==> src/rtl/rrf_pkg.sv <==
// Package with shared types and constants for the reply framer.
`default_nettype none
package rrf_pkg;
	localparam int NEST_DEPTH = 8;
	localparam int LEN_BITS = 32;
	localparam int LVL_W = $clog2(NEST_DEPTH + 1);
	localparam int IDX_W = (NEST_DEPTH > 1) ? $clog2(NEST_DEPTH) : 1;
	localparam int QDEPTH = 2;

	localparam logic [7:0] CH_CR = 8'h0d;
	localparam logic [7:0] CH_LF = 8'h0a;
	localparam logic [7:0] CH_PLUS = 8'h2b;
	localparam logic [7:0] CH_MINUS = 8'h2d;
	localparam logic [7:0] CH_DOLLAR = 8'h24;
	localparam logic [7:0] CH_STAR = 8'h2a;

	typedef enum logic [2:0] {
		PH_TYPE = 3'd0,
		PH_WS = 3'd1,
		PH_SIGN = 3'd2,
		PH_DIGITS = 3'd3,
		PH_REST = 3'd4,
		PH_BULK = 3'd5
	} phase_t;

	typedef enum logic [1:0] {
		KIND_OTHER = 2'd0,
		KIND_BULK = 2'd1,
		KIND_ARRAY = 2'd2
	} kind_t;

	// Classification of one byte by the front part.
	typedef struct packed {
		logic [7:0] data;
		logic is_digit;
		logic [3:0] digit;
		logic is_space;
		logic is_cr;
		logic is_lf;
		logic is_sign;
		logic is_minus;
		logic is_dollar;
		logic is_star;
	} cls_t;
endpackage
`default_nettype wire

==> src/rtl/resp_reply_framer_top.sv <==
// Top level of the reply framer: byte queue front end and parser back end.
// Usage: feed one reply byte per transfer on the in_byte channel (in_valid,
// in_ready). Every byte comes back unchanged on the result channel
// (out_valid, out_ready) with reply_last set on the byte that closes a whole
// top-level reply, parse_error set on a byte that found a bad header number
// or a nesting overflow, and nest_level giving the open array levels.
// From input transfer to result transfer, the byte passes through the
// two-entry byte queue, then the parser step loads the output register.
// Throughput is one byte per cycle while the receiver takes results, set
// by the single parser step per byte; nested array closes are finished
// within that step.
// When the receiver stalls, the output register holds and the parser
// stops; the queue then fills its two entries before in_ready drops.
// After reset the parser waits for a type byte with an empty nesting stack;
// stack entries are written before they are read. After an error the
// parser returns to that same state.
`default_nettype none
module resp_reply_framer_top (
	input wire logic clk,
	input wire logic arst_n,
	input wire logic [7:0] in_byte,
	input wire logic in_valid,
	output logic in_ready,
	output logic [7:0] byte_out,
	output logic reply_last,
	output logic parse_error,
	output logic [3:0] nest_level,
	output logic out_valid,
	input wire logic out_ready
);
	import rrf_pkg::*;

	cls_t q_item;
	logic q_valid, q_ready;

	rrf_front u_front (
		.clk(clk), .arst_n(arst_n), .in_byte(in_byte), .in_valid(in_valid),
		.in_ready(in_ready), .q_item(q_item), .q_valid(q_valid), .q_ready(q_ready)
	);

	rrf_back u_back (
		.clk(clk), .arst_n(arst_n), .q_item(q_item), .q_valid(q_valid),
		.q_ready(q_ready), .byte_out(byte_out), .reply_last(reply_last),
		.parse_error(parse_error), .nest_level(nest_level),
		.out_valid(out_valid), .out_ready(out_ready)
	);

	// An error result always reports an empty stack and no reply end.
	a_err_clean: assert property (@(posedge clk) disable iff (!arst_n)
		out_valid && parse_error |-> !reply_last && nest_level == 4'd0)
		else $error("error result with reply end or open levels");

	// A reply end is only reported at the top level.
	a_last_top: assert property (@(posedge clk) disable iff (!arst_n)
		out_valid && reply_last |-> nest_level == 4'd0)
		else $error("reply end with open levels");

	// A stalled result stays put.
	a_hold: assert property (@(posedge clk) disable iff (!arst_n)
		out_valid && !out_ready |=> out_valid && $stable(byte_out) && $stable(reply_last))
		else $error("stalled result changed");
endmodule
`default_nettype wire

==> src/rtl/rrf_front.sv <==
// Front part: accepts bytes, classifies them and queues them for the parser.
`default_nettype none
module rrf_front (
	input wire logic clk,
	input wire logic arst_n,
	input wire logic [7:0] in_byte,
	input wire logic in_valid,
	output logic in_ready,
	output rrf_pkg::cls_t q_item,
	output logic q_valid,
	input wire logic q_ready
);
	import rrf_pkg::*;

	cls_t mem_q [QDEPTH];
	logic [0:0] wr_q, rd_q;
	logic [1:0] cnt_q;
	cls_t c;
	logic push, pop;

	always_comb begin
		c.data = in_byte;
		c.is_digit = (in_byte >= 8'h30) && (in_byte <= 8'h39);
		c.digit = in_byte[3:0];
		c.is_space = (in_byte == 8'h20) || ((in_byte >= 8'h09) && (in_byte <= 8'h0d));
		c.is_cr = in_byte == CH_CR;
		c.is_lf = in_byte == CH_LF;
		c.is_sign = (in_byte == CH_PLUS) || (in_byte == CH_MINUS);
		c.is_minus = in_byte == CH_MINUS;
		c.is_dollar = in_byte == CH_DOLLAR;
		c.is_star = in_byte == CH_STAR;
	end

	assign in_ready = cnt_q != 2'(QDEPTH);
	assign q_valid = cnt_q != 2'd0;
	assign q_item = mem_q[rd_q];
	assign push = in_valid && in_ready;
	assign pop = q_valid && q_ready;

	always_ff @(posedge clk) begin
		if (push) begin
			mem_q[wr_q] <= c;
		end
	end

	always_ff @(posedge clk or negedge arst_n) begin
		if (!arst_n) begin
			wr_q <= '0;
			rd_q <= '0;
			cnt_q <= '0;
		end else begin
			if (push) wr_q <= wr_q + 1'b1;
			if (pop) rd_q <= rd_q + 1'b1;
			cnt_q <= cnt_q + 2'(push) - 2'(pop);
		end
	end
endmodule
`default_nettype wire

==> src/rtl/rrf_back.sv <==
// Back part: header, bulk and nesting parser with a registered output stage.
`default_nettype none
module rrf_back (
	input wire logic clk,
	input wire logic arst_n,
	input wire rrf_pkg::cls_t q_item,
	input wire logic q_valid,
	output logic q_ready,
	output logic [7:0] byte_out,
	output logic reply_last,
	output logic parse_error,
	output logic [3:0] nest_level,
	output logic out_valid,
	input wire logic out_ready
);
	import rrf_pkg::*;

	localparam logic [LEN_BITS:0] POS_LIM = {2'b0, {(LEN_BITS - 1){1'b1}}};
	localparam logic [LEN_BITS:0] CAP = POS_LIM + (LEN_BITS + 1)'(2);

	phase_t phase_q, phase_d;
	kind_t kind_q, kind_d;
	logic [LEN_BITS:0] acc_q, acc_d;
	logic neg_q, neg_d, seen_q, seen_d, cr_q, cr_d;
	logic [LEN_BITS:0] bulk_q, bulk_d;
	logic [LEN_BITS-1:0] stk_q [NEST_DEPTH];
	logic [LVL_W-1:0] lvl_q, lvl_d;
	logic [LVL_W-1:0] pop_lvl;
	logic [IDX_W-1:0] dec_idx;
	logic [LEN_BITS-1:0] dec_val;
	logic push_en, dec_en;
	logic [LEN_BITS+4:0] mul;
	logic take, last_d, err_d, done;

	assign q_ready = !out_valid || out_ready;
	assign take = q_valid && q_ready;
	assign mul = (LEN_BITS + 5)'(acc_q) * (LEN_BITS + 5)'(10)
		+ (LEN_BITS + 5)'(q_item.digit);

	// Level left open when an element finishes: every open level above the
	// highest one that still has more than one element to go is down to one
	// and closes as well, so the result is one above that highest level.
	always_comb begin
		pop_lvl = '0;
		for (int i = 0; i < NEST_DEPTH; i++) begin
			if ((LVL_W'(i) < lvl_q) && (stk_q[i] != LEN_BITS'(1))) pop_lvl = LVL_W'(i + 1);
		end
	end

	assign dec_idx = IDX_W'(pop_lvl - LVL_W'(1));
	assign dec_val = stk_q[dec_idx] - LEN_BITS'(1);

	always_comb begin
		phase_d = phase_q;
		kind_d = kind_q;
		acc_d = acc_q;
		neg_d = neg_q;
		seen_d = seen_q;
		cr_d = cr_q;
		bulk_d = bulk_q;
		lvl_d = lvl_q;
		push_en = 1'b0;
		dec_en = 1'b0;
		last_d = 1'b0;
		err_d = 1'b0;
		done = 1'b0;
		case (phase_q)
			PH_TYPE: begin
				acc_d = '0;
				neg_d = 1'b0;
				seen_d = 1'b0;
				cr_d = q_item.is_cr;
				kind_d = q_item.is_dollar ? KIND_BULK : (q_item.is_star ? KIND_ARRAY : KIND_OTHER);
				phase_d = (q_item.is_dollar || q_item.is_star) ? PH_WS : PH_REST;
			end
			PH_BULK: begin
				if (bulk_q != '0) bulk_d = bulk_q - (LEN_BITS + 1)'(1);
				if (bulk_q <= (LEN_BITS + 1)'(1)) done = 1'b1;
			end
			PH_WS, PH_SIGN, PH_DIGITS, PH_REST: begin
				if (cr_q && q_item.is_lf) begin
					cr_d = 1'b0;
					if (kind_q == KIND_OTHER) begin
						done = 1'b1;
					end else if (!seen_q || acc_q > (POS_LIM + (LEN_BITS + 1)'(neg_q))) begin
						err_d = 1'b1;
					end else if (neg_q && acc_q != '0) begin
						done = 1'b1;
					end else if (kind_q == KIND_BULK) begin
						bulk_d = acc_q + (LEN_BITS + 1)'(2);
						phase_d = PH_BULK;
					end else if (acc_q == '0) begin
						done = 1'b1;
					end else if (lvl_q >= LVL_W'(NEST_DEPTH)) begin
						err_d = 1'b1;
					end else begin
						push_en = 1'b1;
						lvl_d = lvl_q + LVL_W'(1);
						phase_d = PH_TYPE;
					end
				end else begin
					cr_d = q_item.is_cr;
					if ((phase_q == PH_WS && q_item.is_digit)
						|| ((phase_q == PH_SIGN || phase_q == PH_DIGITS) && q_item.is_digit)) begin
						phase_d = PH_DIGITS;
						acc_d = (mul > (LEN_BITS + 5)'(CAP)) ? CAP : (LEN_BITS + 1)'(mul);
						seen_d = 1'b1;
					end else if (phase_q == PH_WS && q_item.is_sign) begin
						neg_d = q_item.is_minus;
						phase_d = PH_SIGN;
					end else if (phase_q == PH_WS) begin
						if (!q_item.is_space) phase_d = PH_REST;
					end else if (phase_q != PH_REST) begin
						phase_d = PH_REST;
					end
				end
			end
			default: err_d = 1'b0;
		endcase
		// Resync on a state code that means nothing.
		if (phase_q > PH_BULK) begin
			phase_d = PH_TYPE;
			kind_d = KIND_OTHER;
			acc_d = '0;
			neg_d = 1'b0;
			seen_d = 1'b0;
			cr_d = 1'b0;
			bulk_d = '0;
			lvl_d = '0;
		end
		// One element finished: all finished levels close in this same byte,
		// and the remaining top level loses one element.
		if (done) begin
			phase_d = PH_TYPE;
			lvl_d = pop_lvl;
			if (pop_lvl == '0) begin
				last_d = 1'b1;
			end else begin
				dec_en = 1'b1;
			end
		end
		if (err_d) begin
			phase_d = PH_TYPE;
			kind_d = KIND_OTHER;
			acc_d = '0;
			neg_d = 1'b0;
			seen_d = 1'b0;
			cr_d = 1'b0;
			bulk_d = '0;
			lvl_d = '0;
		end
	end

	always_ff @(posedge clk) begin
		if (take) begin
			if (push_en) stk_q[IDX_W'(lvl_q)] <= acc_q[LEN_BITS-1:0];
			if (dec_en) stk_q[dec_idx] <= dec_val;
			byte_out <= q_item.data;
			reply_last <= last_d;
			parse_error <= err_d;
			nest_level <= (lvl_d > LVL_W'(15)) ? 4'd15 : 4'(lvl_d);
		end
	end

	always_ff @(posedge clk or negedge arst_n) begin
		if (!arst_n) begin
			phase_q <= PH_TYPE;
			kind_q <= KIND_OTHER;
			acc_q <= '0;
			neg_q <= 1'b0;
			seen_q <= 1'b0;
			cr_q <= 1'b0;
			bulk_q <= '0;
			lvl_q <= '0;
			out_valid <= 1'b0;
		end else begin
			if (take) begin
				phase_q <= phase_d;
				kind_q <= kind_d;
				acc_q <= acc_d;
				neg_q <= neg_d;
				seen_q <= seen_d;
				cr_q <= cr_d;
				bulk_q <= bulk_d;
				lvl_q <= lvl_d;
				out_valid <= 1'b1;
			end else if (out_ready) begin
				out_valid <= 1'b0;
			end
		end
	end
endmodule
`default_nettype wire

==> config.mk <==
export PLATFORM = sky130hd
export DESIGN_NAME = resp_reply_framer_top
export DESIGN_NICKNAME = d
export VERILOG_FILES = /design/src/rtl/rrf_pkg.sv /design/src/rtl/resp_reply_framer_top.sv /design/src/rtl/rrf_front.sv /design/src/rtl/rrf_back.sv
export SDC_FILE = /design/constraint.sdc
export NUM_CORES = 1
export LEC_CHECK = 0
export ABC_CLOCK_PERIOD_IN_PS = 14500
export BUFFER_PORTS_ARGS = -buffer_cell sky130_fd_sc_hd__buf_4
export CORE_ASPECT_RATIO = 1.4
export CORE_UTILIZATION = 35
export CTS_BUF_LIST = sky130_fd_sc_hd__clkbuf_2 sky130_fd_sc_hd__clkbuf_4 sky130_fd_sc_hd__clkbuf_8
export DETAILED_ROUTE_END_ITERATION = 10
export GPL_TIMING_DRIVEN = 0
export SYNTH_ARGS = -nofsm -noshare
export SYNTH_HDL_FRONTEND = slang
export SYNTH_SLANG_ARGS = --single-unit
==> constraint.sdc <==
create_clock -name clk -period 14.5 [get_ports clk]
set_input_delay 1.45 -clock clk [delete_from_list [all_inputs] [get_ports clk]]
set_output_delay 1.45 -clock clk [all_outputs]
set_load 0.01 [all_outputs]
# Word level (Yosys, flattened, before mapping)
# Memories as Yosys holds them, arrays and structs flattened.
# Index checks and enable logic that the tools add are counted.
[classes]
addsub = 11
n_mul = 1
order_cmp = 18
eq_ne = 40
mux = 111
reduce_logical = 46
[op_table]
columns = ["operator", "n"]
rows = [
  ["$mux W33", 13],
  ["$ne A32 B1 Y1 const B", 8],
  ["$pmux W33 S2", 2],
  ["$mux W4", 18],
  ["$reduce_bool A33 Y1", 2],
  ["$mux W3", 17],
  ["$mux W1", 50],
  ["$eq A8 B6 Y1 const B", 5],
  ["$add A37 B4 Y37", 1],
  ["$gt A37 B32 Y1 const B", 1],
  ["$mul A33 B3 Y36 const B", 1],
  ["$add A33 B2 Y33 const B", 1],
  ["$gt A33 B33 Y1", 1],
  ["$le A33 B1 Y1 const B", 1],
  ["$logic_not A33 Y1", 1],
  ["$sub A33 B1 Y33 const B", 1],
  ["$add A31 B1 Y32 const A", 1],
  ["$mux W32", 1],
  ["$reduce_or A32 Y1", 1],
  ["$sub A32 B1 Y32 const B", 1],
  ["$ne A4 B1 Y1 const B", 5],
  ["$ne A4 B3 Y1 const B", 5],
  ["$ne A6 B4 Y1 const B", 3],
  ["$logic_and A1 B1 Y1", 17],
  ["other kinds (43)", 70],
]
[totals]
register_bits = 97
mem_bits_rw = 296
out_inout_bits = 16
mem_count = 2
[mem_list]
columns = ["memory", "words", "width", "read_ports", "rd_ports_with_merged_regs", "wr", "line", "text"]
rows = [
  ["u_back.stk_q", 8, 32, 9, 0, 1, "rrf_back.sv:26", "logic [LEN_BITS-1:0] stk_q [NEST_DEPTH];"],
  ["u_front.mem_q", 2, 20, 1, 0, 1, "rrf_front.sv:15", "cls_t mem_q [QDEPTH];"],
]

# Depth between registers and ports, before layout
# Gate-level depths: netlist (run 1).
# An unclocked memory read counts as a cell.
[depth]
depth_word = 19
depth_mapped = 23
mapped_depth_nobuf = 17

# By module
# From an unflattened synthesis (run 1), not the netlist that was laid out.
[hier_totals]
cells_unflattened = 2230
hier_area_um2 = 23851.6
[by_module_without_submodules]
columns = ["mod", "n_inst", "cells_each", "area_per_inst_um2"]
rows = [
  ["rrf_back", 1, 2136, 22323.9],
  ["rrf_front", 1, 94, 1527.7],
]

# Least setup slack after synthesis (run 1)
# No wires, ideal clock.
[synth_path]
path_type = "register to register"
startpoint = "memory u_back.stk_q[4][29]"
endpoint = "memory u_back.stk_q[2][0] (enable)"
t_arrival_ns = 5.710
path_slack_ns = 8.369
stages_incl_launch_ff = 20
n_path_buf = 8
synth_period_minus_slack_ns = 6.131
cell_sequence = "edfxtp_1 > nor4b_1 > nand4_1 > o22ai_1 > o211ai_1 > a31o_2 > buf_2 > clkinv_1 > clkbuf_1 > ha_1 > xnor2_2 > buf_4 > buf_4 > buf_4 > buf_4 > buf_2 > buf_2 > nand2_1 > mux2_2 > nor2_1"
[synth_lines]
columns = ["element", "line"]
rows = [
  ["start: declaration", "rrf_back.sv:26"],
]

==> flow_metrics.py, run 1 <==
metrics = {
    "status": {
        "outcome": "finished, final reports clean",
    },
    "drt": {
        "met2_length_mm": 37.9,
        "wl_mm": 74.5,
        "routedWlPerCell_um": 23.6,
        "drt_iter0_drc": 1584,
        "highest_layer": "met4",
        "vias_per_cell": 5.96,
        "dr_total_vias": 18800,
        "drc": 0,
        "wl_met1_mm": 27.6,
        "met3_length_mm": 4.31,
        "dr.pass1.iters": 7,
        "ant_nets": 0,
    },
    "cells_and_area": {
        "fill_cells": 6346,
        "drive_gt1_frac": 0.128,
        "area_growth_pct": 11.6,
        "final_cell_area_mm2": 0.0263,
        "final_nets": 2371,
    },
    "pwr": {
        "power.leakage_nw": 9.05,
        "powerDensity_mw_per_mm2": 148,
        "power_mw": 3.89,
        "ir_drop_uv": 107,
    },
    "sta": {
        "fin_skew_ps": 47.3,
        "clock.fmax_ghz": 0.108,
        "drv_slew": 0,
        "tightest_slew_ps": 1360,
        "final.setup.tns_ps": 0,
        "maxSlewHeadroom": 0.0934,
        "final_hold_viol_count": 0,
        "rsz0062_at_grt": "false",
        "setup_violations": 0,
        "fin_crit_ps": 9290,
        "finalCritPeriodShare": 0.641,
    },
    "logic_synthesis": {
        "synth_nets": 2274,
        "async_reset_ff_frac": 0.216,
        "synth-seq-cells": 385,
        "netlist_area_mm2": 0.0235,
        "netlist_instances": 2154,
        "synth_most_common_cell": "edfxtp_1",
        "synth-main-ff-cell": "edfxtp_1",
        "synthTopCellsByCount": "302 x edfxtp_1, 197 x nand2_1, 183 x nor2_1",
        "yosysWarnings": 0,
        "ys_seq_area_frac": 0.474,
        "synth_area_leader_cell": "edfxtp_1",
        "yosysTopAreaCellShare": 0.385,
        "synth_edf_count": 302,
        "synth_area_leaders": "edfxtp_1 39%, dfrtp_1 8.8%, ha_1 5.6%",
        "synth_area_per_cell_um2": 10.9,
        "ys_types": 96,
    },
    "clocking": {
        "clockBufferDepth": 3,
        "postCtsSetupBuffers": 0,
        "cts_tree": "done",
        "cts_buffers": 59,
        "cts_hold_buf": 0,
        "clock_latency_ps": 690,
        "ctsResizeCount": 0,
        "numClockSinks": 385,
        "clk_pin_slew_ps": 70,
        "cts_root_buf": "clkbuf_8",
        "h-tree-depth": 2,
    },
    "worst_setup_path": {
        "worstPathRequired_ps": 14850,
        "cp-start-kind": "flip-flop",
        "reg2reg_slack_ps": 5210,
        "timing.critical_path.buf_inv": 8,
        "slowest_delay_ps": 830,
        "path_cells": "nor4_1 > and4_1 > a41oi_1 > nor2_1 > a31o_2 > buf_2 > clkinv_1 > clkbuf_1 > ha_1 > clkbuf_1 > clkinv_1 > clkbuf_1 > clkbuf_1 > buf_1 > mux2i_1 > nand4_1 > xnor2_1 > o21ai_0",
        "crit_arrival_ps": 9640,
        "worst_path_max_delay_cell": "buf_1",
        "crit_path_start": "u_back.stk_q[5][14]",
        "worstSetupEndpointType": "flip-flop",
        "r2r-start": "u_back.stk_q[5][14]",
        "critPathMaxFanout": 10,
        "cpMostUsedCell": "clkbuf_1",
        "critPathTopFamily": "buffers and inverters",
        "critPathKind": "flip-flop to flip-flop",
    },
    "floorplanning": {
        "fp.coreArea_mm2": 0.0666,
        "design.die.area_mm2": 0.0683,
        "rows": 112,
        "die_width_um": 221,
        "fp.dieH_um": 309,
        "start_util": 0.354,
        "io_pins": 28,
    },
    "worst_hold_path": {
        "min_from": "u_front.cnt_q[0]",
        "worst_hold_path_type": "flip-flop to flip-flop",
    },
    "grt": {
        "antenna_found_initial": 1,
        "grt_pass1_vias": 19000,
        "grt_max_degree": 84,
        "grt_overflow": 0,
        "track_usage": 0.215,
        "grt_pass1_wl_mm": 112,
    },
    "placement": {
        "dp_hpwl_mm": 55.7,
        "dpl_cell_area_mm2": 0.0250,
        "place_congestion": 0.977,
        "port_buffers": 27,
    },
    "flow_run": {
        "drv_cap": 0,
    },
}
-- flip-flops by register name, indices dropped and copies added, names as in the netlist, 2 cells and up --
name	cells
u_back.nest_level	4
u_back.stk_q	256
u_back.lvl_q	4
u_back.phase_q	3
u_back.acc_q	33
u_back.kind_q	2
u_back.bulk_q	33
u_front.cnt_q	2
u_front.mem_q	32
u_back.byte_out	8
-- routing by layer --
metal	GRT usage	vias up
li1	-	8519
met1	0.238	9237
met2	0.389	793
met3	0.0275	245
met4	0.136	0
met5	0	-
-- worst paths after layout --
check	end	depth (start not counted)
setup reg to reg	u_back.stk_q[6][6]	18
hold / removal	u_back.out_valid	2
min in group asynchronous	u_back.lvl_q[1]	1
max in group asynchronous	u_back.acc_q[27]	1
hold reg to reg	u_back.out_valid	2
setup / recovery	u_back.stk_q[6][6]	18
-- layout make-up --
cell class | instances | area [µm²] | share of cell area
antenna | 1 | 2.50 | 0.0000953
multi-input combinational | 1642 | 11900 | 0.454
tap | 855 | 1070 | 0.0407
timing repair buffer | 36 | 370 | 0.0141
clock buffer | 83 | 1000 | 0.0383
clock inverter | 27 | 218 | 0.00829
inverter | 38 | 143 | 0.00543
buffer | 89 | 390 | 0.0149
sequential | 385 | 11100 | 0.424
-- placed cells by master, fill, tap and decap left out, types with 15 or more instances in the layout --
cell type	count
nand4_1	44
a21oi_1	91
and2_1	23
or3_1	18
nand2b_1	15
xor2_1	35
buf_2	18
nor4_1	80
nor2_1	174
o31ai_2	19
ha_1	106
nand2_1	197
clkbuf_4	22
nor4b_1	15
nand3_1	44
a21o_1	30
o21ai_0	126
clkbuf_1	58
buf_4	33
xnor2_1	76
mux2i_1	107
o22ai_1	15
mux4_2	40
o21ai_1	29
a31oi_1	23
nor2b_1	23
nor3_1	45
mux2_2	38
edfxtp_1	302
and3_1	24
inv_1	35
dfrtp_1	83
clkbuf_8	61
-- cells by family after synthesis --
| logic type | share of synthesized area |
|---|---|
| simple gates | 0.170 |
| compound gates | 0.130 |
| flops | 0.474 |
| mux | 0.103 |
| buf+inv | 0.0227 |
| xor+xnor | 0.0427 |
| fa+ha+maj | 0.0581 |
-- per-stage QoR --
stage,hold WS [ps],cells,util,setup slack [ps]
after floorplan,460,2154,-,8370
after global placement,475,3036,0.373,4020
after detailed placement,488,3045,0.376,5540
after CTS,501,3155,0.395,5440
after global routing,529,3156,0.395,5140
final,503,3156,0.395,5210
-- worst reg2reg max path, stage by stage, from the launching register on --
cell and delay, ps:
edfxtp_1 410, nor4_1 640, and4_1 530, a41oi_1 260
nor2_1 410, a31o_2 220, buf_2 370, clkinv_1 550
clkbuf_1 580, ha_1 470, clkbuf_1 180, clkinv_1 280
clkbuf_1 730, clkbuf_1 670, buf_1 830, mux2i_1 650
nand4_1 350, xnor2_1 230, o21ai_0 590
-- where the power goes --
part           total [mW]  switching, mW  internal [mW]
logic                1.52          0.981          0.538
clock network       0.948          0.445          0.503
registers            1.42          0.109           1.31
Note: power is estimated with default switching activity, not from simulation.
==> run 2, diff against run 1 <==
--- a/config.mk
+++ b/config.mk
@@ -5,7 +5,8 @@
 export SDC_FILE = /design/constraint.sdc
 export NUM_CORES = 1
 export LEC_CHECK = 0
-export ABC_CLOCK_PERIOD_IN_PS = 14500
+export ABC_AREA = 1
+export ABC_CLOCK_PERIOD_IN_PS = 8350
 export BUFFER_PORTS_ARGS = -buffer_cell sky130_fd_sc_hd__buf_4
 export CORE_ASPECT_RATIO = 1.4
 export CORE_UTILIZATION = 35
==> constraint.sdc (replaced) <==
create_clock -name clk -period 8.35 [get_ports clk]
set_input_delay 0.835 -clock clk [delete_from_list [all_inputs] [get_ports clk]]
set_output_delay 0.835 -clock clk [all_outputs]
set_load 0.01 [all_outputs]
==> run 2 against run 1 <==
Sequential power is 80% higher. Area after synthesis grew 5.5%. Hold slack lost 170 ps. Die area increased by 5.5%. Highest routed layer unchanged. Critical path type unchanged. Via count rose by 16%. Synthesized cell count grew 47%. Utilization barely moved. First-iteration DRC count down 6.7%. Register-to-register slack worse by 3700 ps.
==> flow_metrics.py, run 2 <==
metrics = {
    "grt": {
        "grt_pass1_vias": 21700,
        "grt_pass1_wl_mm": 123,
        "grt_overflow": 0,
        "antenna_found_initial": 1,
        "grt_max_degree": 84,
        "track_usage": 0.226,
    },
    "cells_and_area": {
        "regMostFlops": "u_back.stk_q",
        "mostFrequentLayoutCell": "nand2_1",
        "final_cell_area_mm2": 0.0277,
        "fill_cells": 7405,
        "ff_latch_area_mm2": 0.0111,
        "area_growth_pct": 11.7,
        "largest_reg_flops": 256,
        "final_nets": 3383,
        "drive_gt1_frac": 0.0805,
        "multiInputGateArea_mm2": 0.0115,
        "final_cell_mix": "797 x nand2_1, 457 x inv_1, 361 x nand3_1, 302 x edfxtp_1, 300 x nor2_1",
        "reg_top3": "u_back.stk_q x256, u_back.acc_q x33, u_back.bulk_q x33",
    },
    "logic_synthesis": {
        "yosysTopAreaCellShare": 0.365,
        "netlist_area_mm2": 0.0248,
        "synth-seq-cells": 385,
        "synth_most_common_cell": "nand2_1",
        "synth_area_leaders": "edfxtp_1 37%, nand2_1 12%, dfrtp_1 8.4%",
        "yosysWarnings": 0,
        "synthTopCellsByCount": "797 x nand2_1, 457 x inv_1, 361 x nand3_1",
        "synth_edf_count": 302,
        "ys_types": 56,
        "synth_nets": 3283,
        "synth_area_leader_cell": "edfxtp_1",
        "ys_seq_area_frac": 0.449,
        "synth-main-ff-cell": "edfxtp_1",
        "synth_area_per_cell_um2": 7.85,
        "netlist_instances": 3163,
        "async_reset_ff_frac": 0.216,
    },
    "placement": {
        "port_buffers": 27,
        "place_congestion": 1.02,
        "dpl_cell_area_mm2": 0.0265,
        "dp_hpwl_mm": 62.9,
    },
    "floorplanning": {
        "design.die.area_mm2": 0.0720,
        "fp.dieH_um": 317,
        "rows": 115,
        "start_util": 0.354,
        "fp.coreArea_mm2": 0.0702,
        "die_width_um": 227,
        "io_pins": 28,
    },
    "worst_setup_path": {
        "critPathTopFamily": "simple AND/OR/NAND/NOR gates",
        "critPathMaxFanout": 10,
        "crit_path_start": "u_back.stk_q[7][15]",
        "critPathKind": "flip-flop to flip-flop",
        "timing.critical_path.buf_inv": 8,
        "r2r-start": "u_back.stk_q[7][15]",
        "crit_end": "u_back.stk_q[6][12]",
        "slowest_delay_ps": 910,
        "cpMostUsedCell": "nand2_1",
        "worstPathRequired_ps": 8720,
        "crit_arrival_ps": 7190,
        "worstSetupEndpointType": "flip-flop",
        "worst_path_max_delay_cell": "nor4_1",
        "reg2reg_to": "u_back.stk_q[6][12]",
        "path_depth": 23,
        "reg2reg_slack_ps": 1520,
        "reg2regPathDepth": 23,
        "path_cells": "nor4_1 > nand4_1 > o21ai_2 > buf_4 > buf_2 > buf_2 > nand2_1 > ha_1 > clkbuf_1 > clkinv_1 > clkbuf_1 > nand2_1 > nand2_1 > nand2_1 > nand2_1 > inv_1 > ha_1 > inv_1 > nor2_1 > nand2_1 > nor2_1 > a21oi_1 > a21oi_1",
        "cp-start-kind": "flip-flop",
    },
    "sta": {
        "rsz0062_at_grt": "false",
        "final_hold_viol_count": 0,
        "drv_slew": 0,
        "fin_crit_ps": 6830,
        "whs_ps": 333,
        "clock.fmax_ghz": 0.147,
        "fin_skew_ps": 30.3,
        "maxSlewHeadroom": 0.121,
        "tightest_slew_ps": 1320,
        "finalCritPeriodShare": 0.817,
        "setup_violations": 0,
    },
    "clocking": {
        "numClockSinks": 385,
        "clk_pin_slew_ps": 70,
        "clockBufferDepth": 3,
        "cts_buffers": 61,
        "ctsResizeCount": 0,
        "clock_latency_ps": 690,
        "cts_root_buf": "clkbuf_8",
        "postCtsSetupBuffers": 0,
        "cts_hold_buf": 0,
        "cts_tree": "done",
        "h-tree-depth": 2,
    },
    "flow_run": {
        "drv_cap": 0,
    },
    "pwr": {
        "pwr-share-clk": 0.164,
        "powerDensity_mw_per_mm2": 370,
        "power.switching_mw": 5.30,
        "internal_power_mw": 4.95,
        "power.leakage_nw": 12.4,
        "p_comb_frac": 0.587,
        "ir_drop_uv": 278,
        "seqPwrFrac": 0.249,
        "swShare": 0.517,
    },
    "drt": {
        "dr.pass1.iters": 7,
        "vias_per_cell": 5.12,
        "wl_mm": 80.9,
        "dr_total_vias": 21800,
        "ant_nets": 0,
        "drc": 0,
        "drt_iter0_drc": 1478,
        "routedWlPerCell_um": 19.0,
    },
    "worst_hold_path": {
        "worst_hold_path_type": "input pin to asynchronous set/reset pin",
    },
    "status": {
        "outcome": "finished, final reports clean",
    },
}
run 2: cell types whose count changed in the layout (fill, tap and decap cells not counted), sizes merged, moves of 50 or more:
cell	delta
nand3	+319
nor2	+138
nand3b	+61
nor4	-50
nand2	+608
inv	+424
xnor2	-53
mux2i	-105
run 2: layout make-up:
| cell class | count | share of cell area |
|---|---|---|
| tap | 936 | 0.0422 |
| buffer | 104 | 0.0181 |
| inverter | 463 | 0.0627 |
| timing repair buffer | 37 | 0.0147 |
| multi-input combinational | 2211 | 0.415 |
| clock inverter | 35 | 0.00938 |
| antenna | 1 | 0.0000902 |
| sequential | 385 | 0.402 |
| clock buffer | 81 | 0.0361 |
run 2: routing by layer:
layer	up-vias	GRT usage	wire [µm]	part of all wire
met5	-	0	0	0
met4	0	0.147	5490	0.068
met3	232	0.0278	3850	0.048
met2	699	0.415	41600	0.51
met1	10200	0.243	30000	0.37
li1	10700	-	-	-
run 2: worst min-delay path by stage:
stage                          from                    to  slack, ps  cells after the start
5_1_grt                  in_byte[7]  u_front.mem_q[0][19]        330                      1
3_3_place_gp   u_front.mem_q[0][17]    u_back.byte_out[5]        500                      2
6_report                     arst_n          u_front.rd_q        330                      1
3_5_place_dp   u_front.mem_q[1][17]    u_back.byte_out[5]        510                      2
2_1_floorplan      u_back.bulk_q[1]      u_back.bulk_q[1]        480                      2
4_1_cts                  in_byte[7]  u_front.mem_q[1][19]        300                      1
run 2: logic make-up (layout without fill, tap and decap cells):
family / after synthesis / count (layout) / synth area share
muxes: 2 / 2 / 0.000806
other: 0 / 1 / 0
DFF: 385 / 385 / 0.449
and+or+nand+nor: 1721 / 1721 / 0.306
xor gates and xnor gates: 82 / 82 / 0.0295
AOI/OAI and AO/OA: 298 / 298 / 0.0691
buffers and inverters: 567 / 720 / 0.0902
adders and majority gates: 108 / 108 / 0.0550
run 2: power by group through the flow:
| stage | combinational, mW | clock (mW) | sequential (mW) |
|---|---|---|---|
| 3_3_place_gp | 5.86 | 0 | 2.59 |
| 2_1_floorplan | 3.90 | 0 | 2.54 |
| 3_5_place_dp | 5.91 | 0 | 2.59 |
| 5_1_grt | 6.56 | 1.78 | 2.58 |
| 6_report | 6.02 | 1.68 | 2.55 |
| 4_1_cts | 5.94 | 1.70 | 2.55 |
run 2: per-stage QoR:
stage | utilization | TNS, ps | instances | power, mW | setup WS (ps)
6_report | 0.395 | 0 | 4253 | 10.3 | 1520
3_3_place_gp | 0.373 | -12810 | 4126 | 8.45 | -281
4_1_cts | 0.395 | 0 | 4252 | 10.2 | 1560
2_1_floorplan | - | 0 | 3163 | 6.44 | 3370
3_5_place_dp | 0.377 | 0 | 4136 | 8.50 | 1610
5_1_grt | 0.395 | 0 | 4253 | 10.9 | 1140
==> run 3, diff against run 2 <==
--- a/config.mk
+++ b/config.mk
@@ -5,8 +5,8 @@
 export SDC_FILE = /design/constraint.sdc
 export NUM_CORES = 1
 export LEC_CHECK = 0
-export ABC_AREA = 1
-export ABC_CLOCK_PERIOD_IN_PS = 8350
+export ABC_AREA = 0
+export ABC_CLOCK_PERIOD_IN_PS = 6500
 export BUFFER_PORTS_ARGS = -buffer_cell sky130_fd_sc_hd__buf_4
 export CORE_ASPECT_RATIO = 1.4
 export CORE_UTILIZATION = 35
==> constraint.sdc (replaced) <==
create_clock -name clk -period 6.5 [get_ports clk]
set_input_delay 0.65 -clock clk [delete_from_list [all_inputs] [get_ports clk]]
set_output_delay 0.65 -clock clk [all_outputs]
set_load 0.01 [all_outputs]
==> run 3 against run 2 <==
Combinational power is 43% lower. Clock skew is 22 ps higher. Fmax is 5.0% higher. Register-to-register slack worse by 1500 ps. Via count is 13% lower. Sequential cell count stayed put. First-iteration DRC count is 5.9% higher. Utilization is 0.76 points higher. Critical path depth is 4 lower. Clock-buffer cell count is 2 higher. Largest cell class unchanged. Largest power group unchanged. Highest routed layer unchanged.
==> flow_metrics.py, run 3 (synthesized netlist as in run 1, its figures left out) <==
metrics = {
    "clocking": {
        "cts_root_buf": "clkbuf_8",
        "clock_latency_ps": 700,
        "cts_hold_buf": 0,
        "clk_pin_slew_ps": 70,
        "cts_buffers": 59,
        "cts_tree": "done",
        "numClockSinks": 385,
        "clockBufferDepth": 3,
        "h-tree-depth": 2,
    },
    "cells_and_area": {
        "final_cells": 3174,
        "area_growth_pct": 13.9,
        "final_cell_mix": "302 x edfxtp_1, 197 x nand2_1, 171 x nor2_1, 106 x o21ai_0, 105 x ha_1",
        "drive_gt1_frac": 0.160,
        "reg_top3": "u_back.stk_q x256, u_back.acc_q x33, u_back.bulk_q x33",
        "largest_reg_flops": 256,
        "fill_cells": 6278,
        "mostFrequentLayoutCell": "edfxtp_1",
        "final_nets": 2389,
        "regMostFlops": "u_back.stk_q",
        "final_cell_area_mm2": 0.0268,
    },
    "drt": {
        "vias_per_cell": 5.95,
        "drc": 0,
        "dr.pass1.iters": 6,
        "ant_nets": 0,
        "wl_mm": 75.2,
        "dr_total_vias": 18900,
        "routedWlPerCell_um": 23.7,
        "drt_iter0_drc": 1565,
    },
    "floorplanning": {
        "start_util": 0.354,
        "rows": 112,
        "fp.coreArea_mm2": 0.0666,
        "design.die.area_mm2": 0.0683,
        "die_width_um": 221,
        "fp.dieH_um": 309,
        "io_pins": 28,
    },
    "sta": {
        "fin_crit_ps": 6500,
        "drv_slew": 0,
        "tightest_slew_ps": 1350,
        "fin_skew_ps": 52.5,
        "setup_violations": 0,
        "finalCritPeriodShare": 1.00,
        "maxSlewHeadroom": 0.0959,
        "clock.fmax_ghz": 0.154,
        "final.setup.tns_ps": 0,
        "final_hold_viol_count": 0,
    },
    "placement": {
        "port_buffers": 27,
        "dp_hpwl_mm": 55.7,
        "dpl_cell_area_mm2": 0.0250,
        "place_congestion": 0.977,
        "dp.cells": 3045,
    },
    "worst_hold_path": {
        "worst_hold_path_type": "input pin to asynchronous set/reset pin",
    },
    "grt": {
        "grt_pass1_wl_mm": 113,
        "grt_max_degree": 84,
        "met1_usage": 0.240,
        "grt_pass1_vias": 19200,
        "use_met2": 0.390,
        "track_usage": 0.216,
        "grtUsageMet3": 0.0279,
        "antenna_found_initial": 1,
        "grt-busiest-layer": "met2",
        "grt_overflow": 0,
    },
    "flow_run": {
        "drv_cap": 0,
    },
    "worst_setup_path": {
        "worstPathRequired_ps": 6890,
        "critPathKind": "flip-flop to flip-flop",
        "reg2regPathDepth": 19,
        "worstSetupEndpointType": "flip-flop",
        "critPathMaxFanout": 10,
        "path_cells": "nor4_1 > nand4_1 > o22ai_4 > o211ai_1 > a31o_2 > buf_4 > clkinv_4 > buf_4 > ha_2 > xnor2_4 > buf_6 > buf_2 > mux2i_1 > mux4_2 > ha_1 > nand3_1 > or3_1 > xnor2_1 > o21ai_1",
        "path_depth": 19,
        "cp-start-kind": "flip-flop",
        "crit_arrival_ps": 6890,
        "cpMostUsedCell": "buf_4",
        "timing.critical_path.buf_inv": 5,
        "worst_path_max_delay_cell": "o21ai_1",
        "slowest_delay_ps": 530,
        "critPathTopFamily": "simple AND/OR/NAND/NOR gates",
    },
    "status": {
        "outcome": "finished, final reports clean",
    },
    "pwr": {
        "ir_drop_uv": 238,
        "power.leakage_nw": 9.29,
        "powerDensity_mw_per_mm2": 326,
    },
}
run 3: final cells by class:
type | count | area, µm² | share of cell area
tap | 855 | 1070 | 0.0399
buffer | 89 | 434 | 0.0162
inverter | 38 | 149 | 0.00556
multi-input combinational | 1642 | 12200 | 0.457
clock inverter | 27 | 218 | 0.00812
antenna | 1 | 2.50 | 0.0000934
sequential | 385 | 11100 | 0.416
timing repair buffer | 54 | 531 | 0.0198
clock buffer | 83 | 1000 | 0.0375
run 3: layer usage:
layer,vias up,share of wire
met4,0,0.067
met3,253,0.055
met1,9315,0.37
met2,759,0.51
met5,-,0
li1,8551,-
run 3: through the flow:
step	hold WS [ps]	util	setup slack, ps	total power [mW]
2_1_floorplan	354	-	369	5.43
3_3_place_gp	475	0.373	-3980	6.46
3_5_place_dp	488	0.376	-2460	6.55
4_1_cts	165	0.401	18.1	8.71
5_1_grt	161	0.403	-5.97	9.17
6_report	119	0.403	0.926	8.75
run 3: final timing paths:
| check | startpoint | endpoint | slack, ps |
|---|---|---|---|
| worst max-delay path | u_back.stk_q[4][9] | u_back.stk_q[5][10] | 0.9 |
| worst min register to register | u_front.cnt_q[0] | u_back.out_valid | 500 |
| worst min-delay path | arst_n | u_back.lvl_q[1] | 120 |
| worst max register to register | u_back.stk_q[4][9] | u_back.stk_q[5][10] | 0.9 |
| min in group clk | in_byte[7] | u_front.mem_q[1][19] | 190 |
| max in group asynchronous | arst_n | u_back.acc_q[29] | 5560 |
run 3: timing repair:
| item | in CTS | in global routing |
|---|---|---|
| setup endpoints to repair | 512 | 305 |
| gates resized for setup | 88 | 24 |
| pin swaps | 10 | 4 |
| buffers inserted | 13 | 5 |
run 3: power by group:
part | total [mW] | switching [mW] | internal (mW) | leakage [nW]
clock network | 2.12 | 0.999 | 1.12 | 0.649
logic | 3.46 | 2.22 | 1.25 | 5.11
registers | 3.17 | 0.242 | 2.93 | 3.52
total | 8.75 | 3.46 | 5.29 | 9.29
run 3: worst reg2reg max path, cell delays in order (launching register included):
cell,delay (ps)
edfxtp_1,420
nor4_1,390
nand4_1,440
o22ai_4,360
o211ai_1,220
a31o_2,300
buf_4,210
clkinv_4,160
buf_4,290
ha_2,330
xnor2_4,190
buf_6,240
buf_2,390
mux2i_1,250
mux4_2,340
ha_1,270
nand3_1,290
or3_1,470
xnor2_1,140
o21ai_1,530
